$ cat src/rtl/tlnf_pkg.sv
package tlnf_pkg;

	// Character codes used by the formatter.
	localparam logic [7:0] CHAR_TAB    = 8'd9;
	localparam logic [7:0] CHAR_NL     = 8'd10;
	localparam logic [7:0] CHAR_SPACE  = 8'd32;
	localparam logic [7:0] CHAR_DOLLAR = 8'd36;
	localparam logic [7:0] CHAR_ZERO   = 8'd48;
	localparam logic [7:0] CHAR_QMARK  = 8'd63;
	localparam logic [7:0] CHAR_I      = 8'd73;
	localparam logic [7:0] CHAR_CARET  = 8'd94;
	localparam logic [7:0] CHAR_DEL    = 8'd127;

	// Caret notation: control bytes below CTRL_LIMIT print as '^' and byte + CARET_OFFSET.
	localparam logic [7:0] CTRL_LIMIT   = 8'd32;
	localparam logic [7:0] CARET_OFFSET = 8'd64;

	// Largest value of one decimal digit.
	localparam logic [3:0] DIGIT_MAX = 4'd9;

	// Configuration port.
	localparam int CFG_IDX_W = 3;

	typedef enum logic [CFG_IDX_W-1:0] {
		REG_SQUEEZE_BLANK    = 3'd0,
		REG_SHOW_TABS        = 3'd1,
		REG_SHOW_ENDS        = 3'd2,
		REG_NUMBER_ALL       = 3'd3,
		REG_NUMBER_NONBLANK  = 3'd4,
		REG_SHOW_NONPRINTING = 3'd5
	} cfg_reg_t;

	// Command queue between the front and back ends.
	localparam int QUEUE_DEPTH = 4;
	localparam int QPTR_W      = $clog2(QUEUE_DEPTH);
	localparam int QCNT_W      = $clog2(QUEUE_DEPTH + 1);

	// One classified input byte: optional line number, then one or two body bytes.
	typedef struct packed {
		logic       has_num;
		logic       two_body;
		logic [7:0] body0;
		logic [7:0] body1;
	} cmd_t;

endpackage

$ cat src/rtl/tlnf_front.sv
module tlnf_front #(
	parameter int NUMBER_DIGITS = 6
) (
	input  logic                             clk,
	input  logic                             arst_n,
	input  logic                             in_valid,
	output logic                             in_stall,
	input  logic [7:0]                       in_byte,
	input  logic                             file_start,
	input  logic                             cfg_we,
	input  logic [tlnf_pkg::CFG_IDX_W-1:0]   cfg_index,
	input  logic                             cfg_data,
	input  logic                             q_full,
	output logic                             q_push,
	output tlnf_pkg::cmd_t                   q_cmd,
	output logic [NUMBER_DIGITS*4-1:0]       q_digits
);
	import tlnf_pkg::*;

	localparam int CNT_W = NUMBER_DIGITS * 4;

	logic             squeeze_q, tabs_q, ends_q, num_all_q, num_nb_q, nonprint_q;
	logic [7:0]       prev_q;
	logic             blank_q;
	logic [CNT_W-1:0] cnt_q;

	logic             accept, prev_nl, blank_mark, is_nl, drop, num, is_caret, blank_next;
	logic             all_nine, carry;
	logic [CNT_W-1:0] cnt_inc;
	logic [3:0]       dig;

	// Configuration registers.
	always_ff @(posedge clk or negedge arst_n) begin
		if (!arst_n) begin
			squeeze_q  <= 1'b0;
			tabs_q     <= 1'b0;
			ends_q     <= 1'b0;
			num_all_q  <= 1'b0;
			num_nb_q   <= 1'b0;
			nonprint_q <= 1'b0;
		end else if (cfg_we) begin
			unique case (cfg_reg_t'(cfg_index))
				REG_SQUEEZE_BLANK:    squeeze_q  <= cfg_data;
				REG_SHOW_TABS:        tabs_q     <= cfg_data;
				REG_SHOW_ENDS:        ends_q     <= cfg_data;
				REG_NUMBER_ALL:       num_all_q  <= cfg_data;
				REG_NUMBER_NONBLANK:  num_nb_q   <= cfg_data;
				REG_SHOW_NONPRINTING: nonprint_q <= cfg_data;
				default: ;
			endcase
		end
	end

	// A transaction is taken whenever the command queue has room.
	assign in_stall = q_full;
	assign accept   = in_valid && !q_full;

	// Line context, with a file start acting as a preceding newline.
	assign prev_nl    = file_start || (prev_q == CHAR_NL);
	assign blank_mark = file_start ? 1'b0 : blank_q;
	assign is_nl      = (in_byte == CHAR_NL);
	assign drop       = squeeze_q && is_nl && prev_nl && blank_mark;
	assign num        = prev_nl && ((num_nb_q && !is_nl) || (num_all_q && !num_nb_q));

	// Classify the byte into its body bytes.
	always_comb begin
		q_cmd          = '0;
		q_cmd.has_num  = num;
		q_cmd.body0    = in_byte;
		q_cmd.body1    = CHAR_NL;
		is_caret       = 1'b0;
		if (is_nl) begin
			if (ends_q) begin
				q_cmd.two_body = 1'b1;
				q_cmd.body0    = CHAR_DOLLAR;
			end
		end else if (in_byte == CHAR_TAB && tabs_q) begin
			is_caret       = 1'b1;
			q_cmd.two_body = 1'b1;
			q_cmd.body0    = CHAR_CARET;
			q_cmd.body1    = CHAR_I;
		end else if (nonprint_q && in_byte < CTRL_LIMIT && in_byte != CHAR_TAB) begin
			is_caret       = 1'b1;
			q_cmd.two_body = 1'b1;
			q_cmd.body0    = CHAR_CARET;
			q_cmd.body1    = in_byte + CARET_OFFSET;
		end else if (nonprint_q && in_byte == CHAR_DEL) begin
			is_caret       = 1'b1;
			q_cmd.two_body = 1'b1;
			q_cmd.body0    = CHAR_CARET;
			q_cmd.body1    = CHAR_QMARK;
		end
	end

	assign blank_next = is_nl ? prev_nl : (is_caret ? blank_mark : 1'b0);
	assign q_push     = accept && !drop;
	assign q_digits   = cnt_q;

	// Decimal increment of the line counter, holding at all nines.
	always_comb begin
		all_nine = 1'b1;
		carry    = 1'b1;
		cnt_inc  = cnt_q;
		dig      = '0;
		for (int k = 0; k < NUMBER_DIGITS; k++) begin
			dig = cnt_q[k*4 +: 4];
			if (dig != DIGIT_MAX) begin
				all_nine = 1'b0;
			end
			if (carry) begin
				if (dig >= DIGIT_MAX) begin
					cnt_inc[k*4 +: 4] = '0;
				end else begin
					cnt_inc[k*4 +: 4] = dig + 4'd1;
					carry = 1'b0;
				end
			end
		end
		if (all_nine) begin
			cnt_inc = cnt_q;
		end
	end

	// Line state update on every accepted transaction.
	always_ff @(posedge clk or negedge arst_n) begin
		if (!arst_n) begin
			prev_q  <= CHAR_NL;
			blank_q <= 1'b0;
			cnt_q   <= CNT_W'(1);
		end else if (accept) begin
			if (drop) begin
				prev_q  <= CHAR_NL;
				blank_q <= blank_mark;
			end else begin
				prev_q  <= in_byte;
				blank_q <= blank_next;
				if (num) begin
					cnt_q <= cnt_inc;
				end
			end
		end
	end

endmodule

$ cat src/rtl/tlnf_queue.sv
module tlnf_queue #(
	parameter int WIDTH = 8
) (
	input  logic             clk,
	input  logic             arst_n,
	input  logic             push,
	input  logic [WIDTH-1:0] wr_data,
	output logic             full,
	input  logic             pop,
	output logic             rd_valid,
	output logic [WIDTH-1:0] rd_data
);
	import tlnf_pkg::*;

	logic [WIDTH-1:0]  entries_q [QUEUE_DEPTH];
	logic [QPTR_W-1:0] wr_ptr_q, rd_ptr_q;
	logic [QCNT_W-1:0] cnt_q;

	assign full     = (cnt_q == QCNT_W'(QUEUE_DEPTH));
	assign rd_valid = (cnt_q != '0);
	assign rd_data  = entries_q[rd_ptr_q];

	// Entry storage.
	always_ff @(posedge clk) begin
		if (push) begin
			entries_q[wr_ptr_q] <= wr_data;
		end
	end

	// Pointers and fill count.
	always_ff @(posedge clk or negedge arst_n) begin
		if (!arst_n) begin
			wr_ptr_q <= '0;
			rd_ptr_q <= '0;
			cnt_q    <= '0;
		end else begin
			if (push) begin
				wr_ptr_q <= wr_ptr_q + QPTR_W'(1);
			end
			if (pop) begin
				rd_ptr_q <= rd_ptr_q + QPTR_W'(1);
			end
			if (push && !pop) begin
				cnt_q <= cnt_q + QCNT_W'(1);
			end else if (pop && !push) begin
				cnt_q <= cnt_q - QCNT_W'(1);
			end
		end
	end

endmodule

$ cat src/rtl/tlnf_back.sv
module tlnf_back #(
	parameter int NUMBER_DIGITS = 6
) (
	input  logic                       clk,
	input  logic                       arst_n,
	input  logic                       q_valid,
	input  tlnf_pkg::cmd_t             q_cmd,
	input  logic [NUMBER_DIGITS*4-1:0] q_digits,
	output logic                       q_pop,
	output logic                       out_valid,
	input  logic                       out_stall,
	output logic [7:0]                 out_byte,
	output logic                       last_of_run
);
	import tlnf_pkg::*;

	localparam int STEP_W = $clog2(NUMBER_DIGITS + 3);
	localparam logic [STEP_W-1:0] POS_TAB   = STEP_W'(NUMBER_DIGITS);
	localparam logic [STEP_W-1:0] POS_BODY0 = STEP_W'(NUMBER_DIGITS + 1);
	localparam logic [STEP_W-1:0] POS_BODY1 = STEP_W'(NUMBER_DIGITS + 2);

	logic [STEP_W-1:0] step_q, pos;
	logic              lead_q, lead_nxt;
	logic              out_valid_q, out_last_q;
	logic [7:0]        out_byte_q, byte_nxt;
	logic              advance, emit, last;
	logic [3:0]        dig;
	logic              low_digit;

	// The output register takes a new byte when empty or being drained.
	assign advance = !out_valid_q || !out_stall;
	assign emit    = q_valid && advance;

	// Position within the command's byte sequence.
	assign pos   = q_cmd.has_num ? step_q : step_q + POS_BODY0;
	assign last  = q_cmd.two_body ? (pos == POS_BODY1) : (pos == POS_BODY0);
	assign q_pop = emit && last;

	// Pick the digit for this position, most significant first.
	always_comb begin
		dig       = '0;
		low_digit = 1'b0;
		for (int k = 0; k < NUMBER_DIGITS; k++) begin
			if (pos == STEP_W'(NUMBER_DIGITS - 1 - k)) begin
				dig       = q_digits[k*4 +: 4];
				low_digit = (k == 0);
			end
		end
		if (dig > DIGIT_MAX) begin
			dig = DIGIT_MAX;
		end
	end

	// Byte for the current position, with leading zeros shown as spaces.
	always_comb begin
		lead_nxt = lead_q;
		if (pos < POS_TAB) begin
			if (lead_q && dig == '0 && !low_digit) begin
				byte_nxt = CHAR_SPACE;
			end else begin
				byte_nxt = CHAR_ZERO + {4'd0, dig};
				lead_nxt = 1'b0;
			end
		end else if (pos == POS_TAB) begin
			byte_nxt = CHAR_TAB;
		end else if (pos == POS_BODY0) begin
			byte_nxt = q_cmd.body0;
		end else begin
			byte_nxt = q_cmd.body1;
		end
	end

	// Sequencer state.
	always_ff @(posedge clk or negedge arst_n) begin
		if (!arst_n) begin
			step_q <= '0;
			lead_q <= 1'b1;
		end else if (emit) begin
			step_q <= last ? '0 : step_q + STEP_W'(1);
			lead_q <= last ? 1'b1 : lead_nxt;
		end
	end

	// Output register.
	always_ff @(posedge clk or negedge arst_n) begin
		if (!arst_n) begin
			out_valid_q <= 1'b0;
		end else if (advance) begin
			out_valid_q <= emit;
		end
	end

	always_ff @(posedge clk) begin
		if (emit) begin
			out_byte_q <= byte_nxt;
			out_last_q <= last;
		end
	end

	assign out_valid   = out_valid_q;
	assign out_byte    = out_byte_q;
	assign last_of_run = out_last_q;

endmodule

$ cat src/rtl/text_line_number_filter.sv
// Byte-stream text filter with the usual squeeze, numbering, tab, line-end and
// caret-notation options. Each accepted input byte produces zero to
// NUMBER_DIGITS + 3 output bytes; last_of_run marks the final one. The back end
// sends one output byte per clock unless out_stall is high or the queue is empty:
// a plain byte yields one, a caret or "$" expansion two, and a numbered line start
// adds NUMBER_DIGITS + 1 for the number and its tab. The front end classifies one
// input byte per clock while the queue has room, into a 4-entry command queue;
// in_stall rises only when that queue is full. A squeezed blank line is consumed
// and yields nothing. Input passes the queue and the output register first.
// Configuration is to be written while the block is idle; nothing enforces this.
module text_line_number_filter #(
	parameter int NUMBER_DIGITS = 6
) (
	input  logic                           clk,
	input  logic                           arst_n,
	input  logic                           in_valid,
	output logic                           in_stall,
	input  logic [7:0]                     in_byte,
	input  logic                           file_start,
	output logic                           out_valid,
	input  logic                           out_stall,
	output logic [7:0]                     out_byte,
	output logic                           last_of_run,
	input  logic                           cfg_we,
	input  logic [tlnf_pkg::CFG_IDX_W-1:0] cfg_index,
	input  logic                           cfg_data
);
	import tlnf_pkg::*;

	localparam int DIG_W = NUMBER_DIGITS * 4;
	localparam int ENT_W = $bits(cmd_t) + DIG_W;

	logic             q_full, q_push, q_pop, q_valid;
	cmd_t             wr_cmd, rd_cmd;
	logic [DIG_W-1:0] wr_digits, rd_digits;

	// Front end: accepts and classifies input transactions.
	tlnf_front #(.NUMBER_DIGITS(NUMBER_DIGITS)) u_front (
		.clk        (clk),
		.arst_n     (arst_n),
		.in_valid   (in_valid),
		.in_stall   (in_stall),
		.in_byte    (in_byte),
		.file_start (file_start),
		.cfg_we     (cfg_we),
		.cfg_index  (cfg_index),
		.cfg_data   (cfg_data),
		.q_full     (q_full),
		.q_push     (q_push),
		.q_cmd      (wr_cmd),
		.q_digits   (wr_digits)
	);

	// Command queue decoupling the two ends.
	tlnf_queue #(.WIDTH(ENT_W)) u_queue (
		.clk      (clk),
		.arst_n   (arst_n),
		.push     (q_push),
		.wr_data  ({wr_cmd, wr_digits}),
		.full     (q_full),
		.pop      (q_pop),
		.rd_valid (q_valid),
		.rd_data  ({rd_cmd, rd_digits})
	);

	// Back end: expands each command into output bytes.
	tlnf_back #(.NUMBER_DIGITS(NUMBER_DIGITS)) u_back (
		.clk         (clk),
		.arst_n      (arst_n),
		.q_valid     (q_valid),
		.q_cmd       (rd_cmd),
		.q_digits    (rd_digits),
		.q_pop       (q_pop),
		.out_valid   (out_valid),
		.out_stall   (out_stall),
		.out_byte    (out_byte),
		.last_of_run (last_of_run)
	);

endmodule

$ cat config.mk
export PLATFORM = sky130hd
export DESIGN_NAME = text_line_number_filter
export DESIGN_NICKNAME = d
export VERILOG_FILES = /design/src/rtl/tlnf_pkg.sv /design/src/rtl/tlnf_front.sv /design/src/rtl/tlnf_queue.sv /design/src/rtl/tlnf_back.sv /design/src/rtl/text_line_number_filter.sv
export SDC_FILE = /design/constraint.sdc
export NUM_CORES = 1
export LEC_CHECK = 0
export ABC_CLOCK_PERIOD_IN_PS = 5550
export BUFFER_PORTS_ARGS = -buffer_cell sky130_fd_sc_hd__buf_4
export CORE_MARGIN = 4
export CORE_UTILIZATION = 46
export CTS_CLUSTER_DIAMETER = 120
export DETAILED_ROUTE_END_ITERATION = 10
export PLACE_DENSITY = 0.7
export SYNTH_ARGS = -nofsm -noshare
export SYNTH_HDL_FRONTEND = slang
export SYNTH_SLANG_ARGS = --single-unit
export TNS_END_PERCENT = 10
$ cat constraint.sdc
create_clock -name clk -period 5.55 [get_ports clk]
set_clock_uncertainty 0.05 [all_clocks]
set_input_delay 0.8325 -clock clk [delete_from_list [all_inputs] [get_ports clk]]
set_output_delay 0.8325 -clock clk [all_outputs]
set_load 0.03 [all_outputs]
==> impl_metrics.yaml <==
synthesis:
  synthTopCellsByArea: "edfxtp_1 52%, dfrtp_1 12%, mux4_2 8.1%"
  synth_top_area_cell: "edfxtp_1"
  ys_warn_count: 0
  synthTopCellsByCount: "177 x edfxtp_1, 53 x nand2_1, 48 x dfrtp_1"
  syn_area_per_cell_um2: 15.06
  seq_area_frac_synth_pct: 64.38
  synth-main-ff-cell: "edfxtp_1"
  synth_cell_types: 73
  synthCells: 683
  synthArstFlopShare_pct: 22.71
  synth_top_area_share_pct: 51.68
  yosys.cell_count.top_type: "edfxtp_1"
  syn-cell-area_mm2: 0.01028
  synth_nets: 729
  ys_ff_latch: 229
  synth-edff-count: 177
routing:
  viasPerCell: 5.872
  wl_per_cell_um: 20.48
  routed_wl_mm: 20.75
  drtPass1Iterations: 5
  drc: 0
  drtAntennaViolNets: 0
  drtIter0Drc: 469
  vias: 5948
sta:
  holdWs_ns: 0.3305
  layout_min_cycle_time_ns: 4.289
  drv_slew: 0
  fmaxAchievable_mhz: 233.2
  setup_tns_ns: 0
  finalSetupViolations: 0
  rsz0062_at_grt: "false"
  finalHoldViolCount: 0
  fin_crit_sh_pct: 77.28
  fin_ws_ns: 1.261
  relSlewSlack_pct: 22.18
  worst_pin_slew_ns: 1.167
floorplan:
  dieHeight_um: 157.5
  ios: 29
  die-area_mm2: 0.02481
  fp.dieW_um: 157.5
  fp.coreArea_mm2: 0.02189
  num_rows: 54
  initial_core_util_pct: 46.98
place:
  dp_hpwl_mm: 13.56
  port_buffers: 28
  routabilityCongestion: 0.8668
  post-place-ws_ns: 1.275
  dp_cells: 972
grt:
  antenna_found_initial: 0
  grt_max_degree: 53
  grt_use_total_pct: 17.19
  overflow: 0
  grt_pass1_vias: 6102
  grt_pass1_wl_mm: 33.55
worst_setup_path:
  path_common_cell: "inv_1"
  slowest_stage: "dfrtp_1"
  end_kind: "register"
  path_depth: 11
  r2r_cells: 11
  critPathLaunchType: "register"
  cp.required_ns: 5.89
  critical_path_peak_fanout: 21
  cp.arrival_ns: 4.62
  crit_family: "adder cells"
  path_cells: "inv_1, ha_1, inv_1, mux2i_1, a211oi_1, mux2_4, nand2_1, ha_1, inv_1, fa_1, mux2_2"
  critPathKind: "register to register"
  path_buf_inv: 3
  slowest_delay_ns: 0.76
power:
  p_per_area_mw_per_mm2: 522.4
  sw_frac_of_total_pct: 33.84
  internal_power_w: 0.003965
  p_clk_share_pct: 25.2
  power.switching_w: 0.002028
  p_seq_share_pct: 42.2
  power_frac_comb_pct: 32.6
  vdd_drop_max_mv: 0.2017
  leakage_nw: 4.009
final_layout:
  final_core_util_pct: 52.41
  nNetsFinal: 763
  drive_gt1_share_pct: 20.87
  fin_cells: 1013
  syn_to_final_growth_pct: 11.56
  insertedDiodeCount: 0
run:
  drv_cap: 0
clocking:
  clock_latency_ns: 0.50
  htree_levels: 1
  cts.repair.resized: 0
  cts_setup_buffers: 0
  cts_buffer_depth: 3
  cts_tree: "done"
  clockRootBuffer: "clkbuf_16"
  cts.sinks: 229
  cts_hold_buf: 0
  cts_buffers: 23
  clk_pin_slew_worst_paths_ns: 0.07
outcome:
  status: "finished clean"
hold_path:
  hold_path.class: "input pin to asynchronous set/reset pin"
## path summary, 6_finish.rpt
check | startpoint | to | slack [ns]
min reg2reg | u_front.blank_q | u_front.blank_q | 0.45
max in group asynchronous | arst_n | u_queue.rd_ptr_q[0] | 4.58
max | u_back.step_q[0] | u_queue.cnt_q[1] | 1.26
min | arst_n | u_front.q_digits[14] | 0.33
min in group clk | u_front.blank_q | u_front.blank_q | 0.45
max reg2reg | u_back.step_q[0] | u_queue.cnt_q[1] | 1.26
## cells by family after synthesis
kind of cell	synth area share (%)
adders and majority gates	3.479
AOI/OAI and AO/OA	6.959
muxes	11.65
DFF	64.38
buffers and inverters	2.348
and+or+nand+nor	10.33
xor gates and xnor gates	0.8516
## layout by cell type, fill, tap and decap left out, types with 4 or more instances in the layout
| cell type | synthesis | routed |
|---|---|---|
| a211oi_1 | 5 | 5 |
| a21oi_1 | 15 | 15 |
| a22o_1 | 5 | 5 |
| a22oi_1 | 4 | 4 |
| a41oi_1 | 5 | 5 |
| and2_1 | 12 | 8 |
| and2_2 | 1 | 5 |
| buf_4 | 3 | 31 |
| clkbuf_1 | 6 | 6 |
| clkbuf_16 | 0 | 23 |
| dfrtp_1 | 48 | 46 |
| dfstp_2 | 4 | 4 |
| edfxtp_1 | 177 | 177 |
| ha_1 | 27 | 27 |
| inv_1 | 25 | 25 |
| mux2_2 | 19 | 19 |
| mux2i_1 | 11 | 11 |
| mux4_2 | 37 | 37 |
| nand2_1 | 53 | 53 |
| nand2b_1 | 11 | 11 |
| nand3_1 | 24 | 24 |
| nand4_1 | 4 | 4 |
| nand4b_1 | 4 | 4 |
| nor2_1 | 34 | 34 |
| nor3_1 | 11 | 11 |
| nor3b_1 | 5 | 5 |
| nor4_1 | 4 | 4 |
| o21ai_0 | 33 | 33 |
| o22ai_1 | 4 | 4 |
| o31ai_1 | 5 | 5 |
| xnor2_1 | 7 | 7 |
## metal layers
layer / wire length [um] / up-vias / GRT usage (%)
met2: 10020 / 153 / 27.78
li1: - / 2710 / -
met3: 1133 / 39 / 2.832
met5: 0 / - / 0
met1: 9094 / 3046 / 24.25
met4: 501 / 0 / 5.162
## state kept, by name (all words and copies together) (netlist names), 2 cells and up
signal             cells
u_queue.entries_q    168
u_front.prev_q         8
u_queue.rd_ptr_q       2
u_queue.wr_ptr_q       2
u_queue.cnt_q          3
u_back.out_byte        8
u_front.q_digits      24
u_back.step_q          4
## worst register-to-register path: stages (launching register included)
cell	delay [ns]
dfrtp_1	0.76
inv_1	0.39
ha_1	0.51
inv_1	0.18
mux2i_1	0.17
a211oi_1	0.67
mux2_4	0.34
nand2_1	0.11
ha_1	0.25
inv_1	0.08
fa_1	0.41
mux2_2	0.27
## area by class of cell
class | instances | area (um2)
clock buffers | 32 | 639.4
clock inverters | 9 | 106.4
fillers | 1772 | 10420
inverters | 25 | 93.84
multi-input cells | 407 | 3427
flip-flops and latches | 229 | 6624
well taps | 280 | 350.3
repair buffers | 31 | 232.7
## per-stage QoR
stage	total power, W	area, um2
detailed placement	0.004510	10730
CTS	0.006030	11470
floorplan	0.003990	10280
global route	0.006327	11470
finish	0.005993	11470
global placement	0.004453	10730
## power groups by stage
stage                     combinational [W]  sequential (W)  clock, W
after global placement              0.00192         0.00253         0
after global routing                0.00214         0.00257   0.00162
final                               0.00196         0.00253   0.00151
after CTS                           0.00197         0.00253   0.00154
after floorplan                     0.00148         0.00251         0
after detailed placement            0.00195         0.00256         0
No activity file was read; power rests on OpenSTA's default activity.
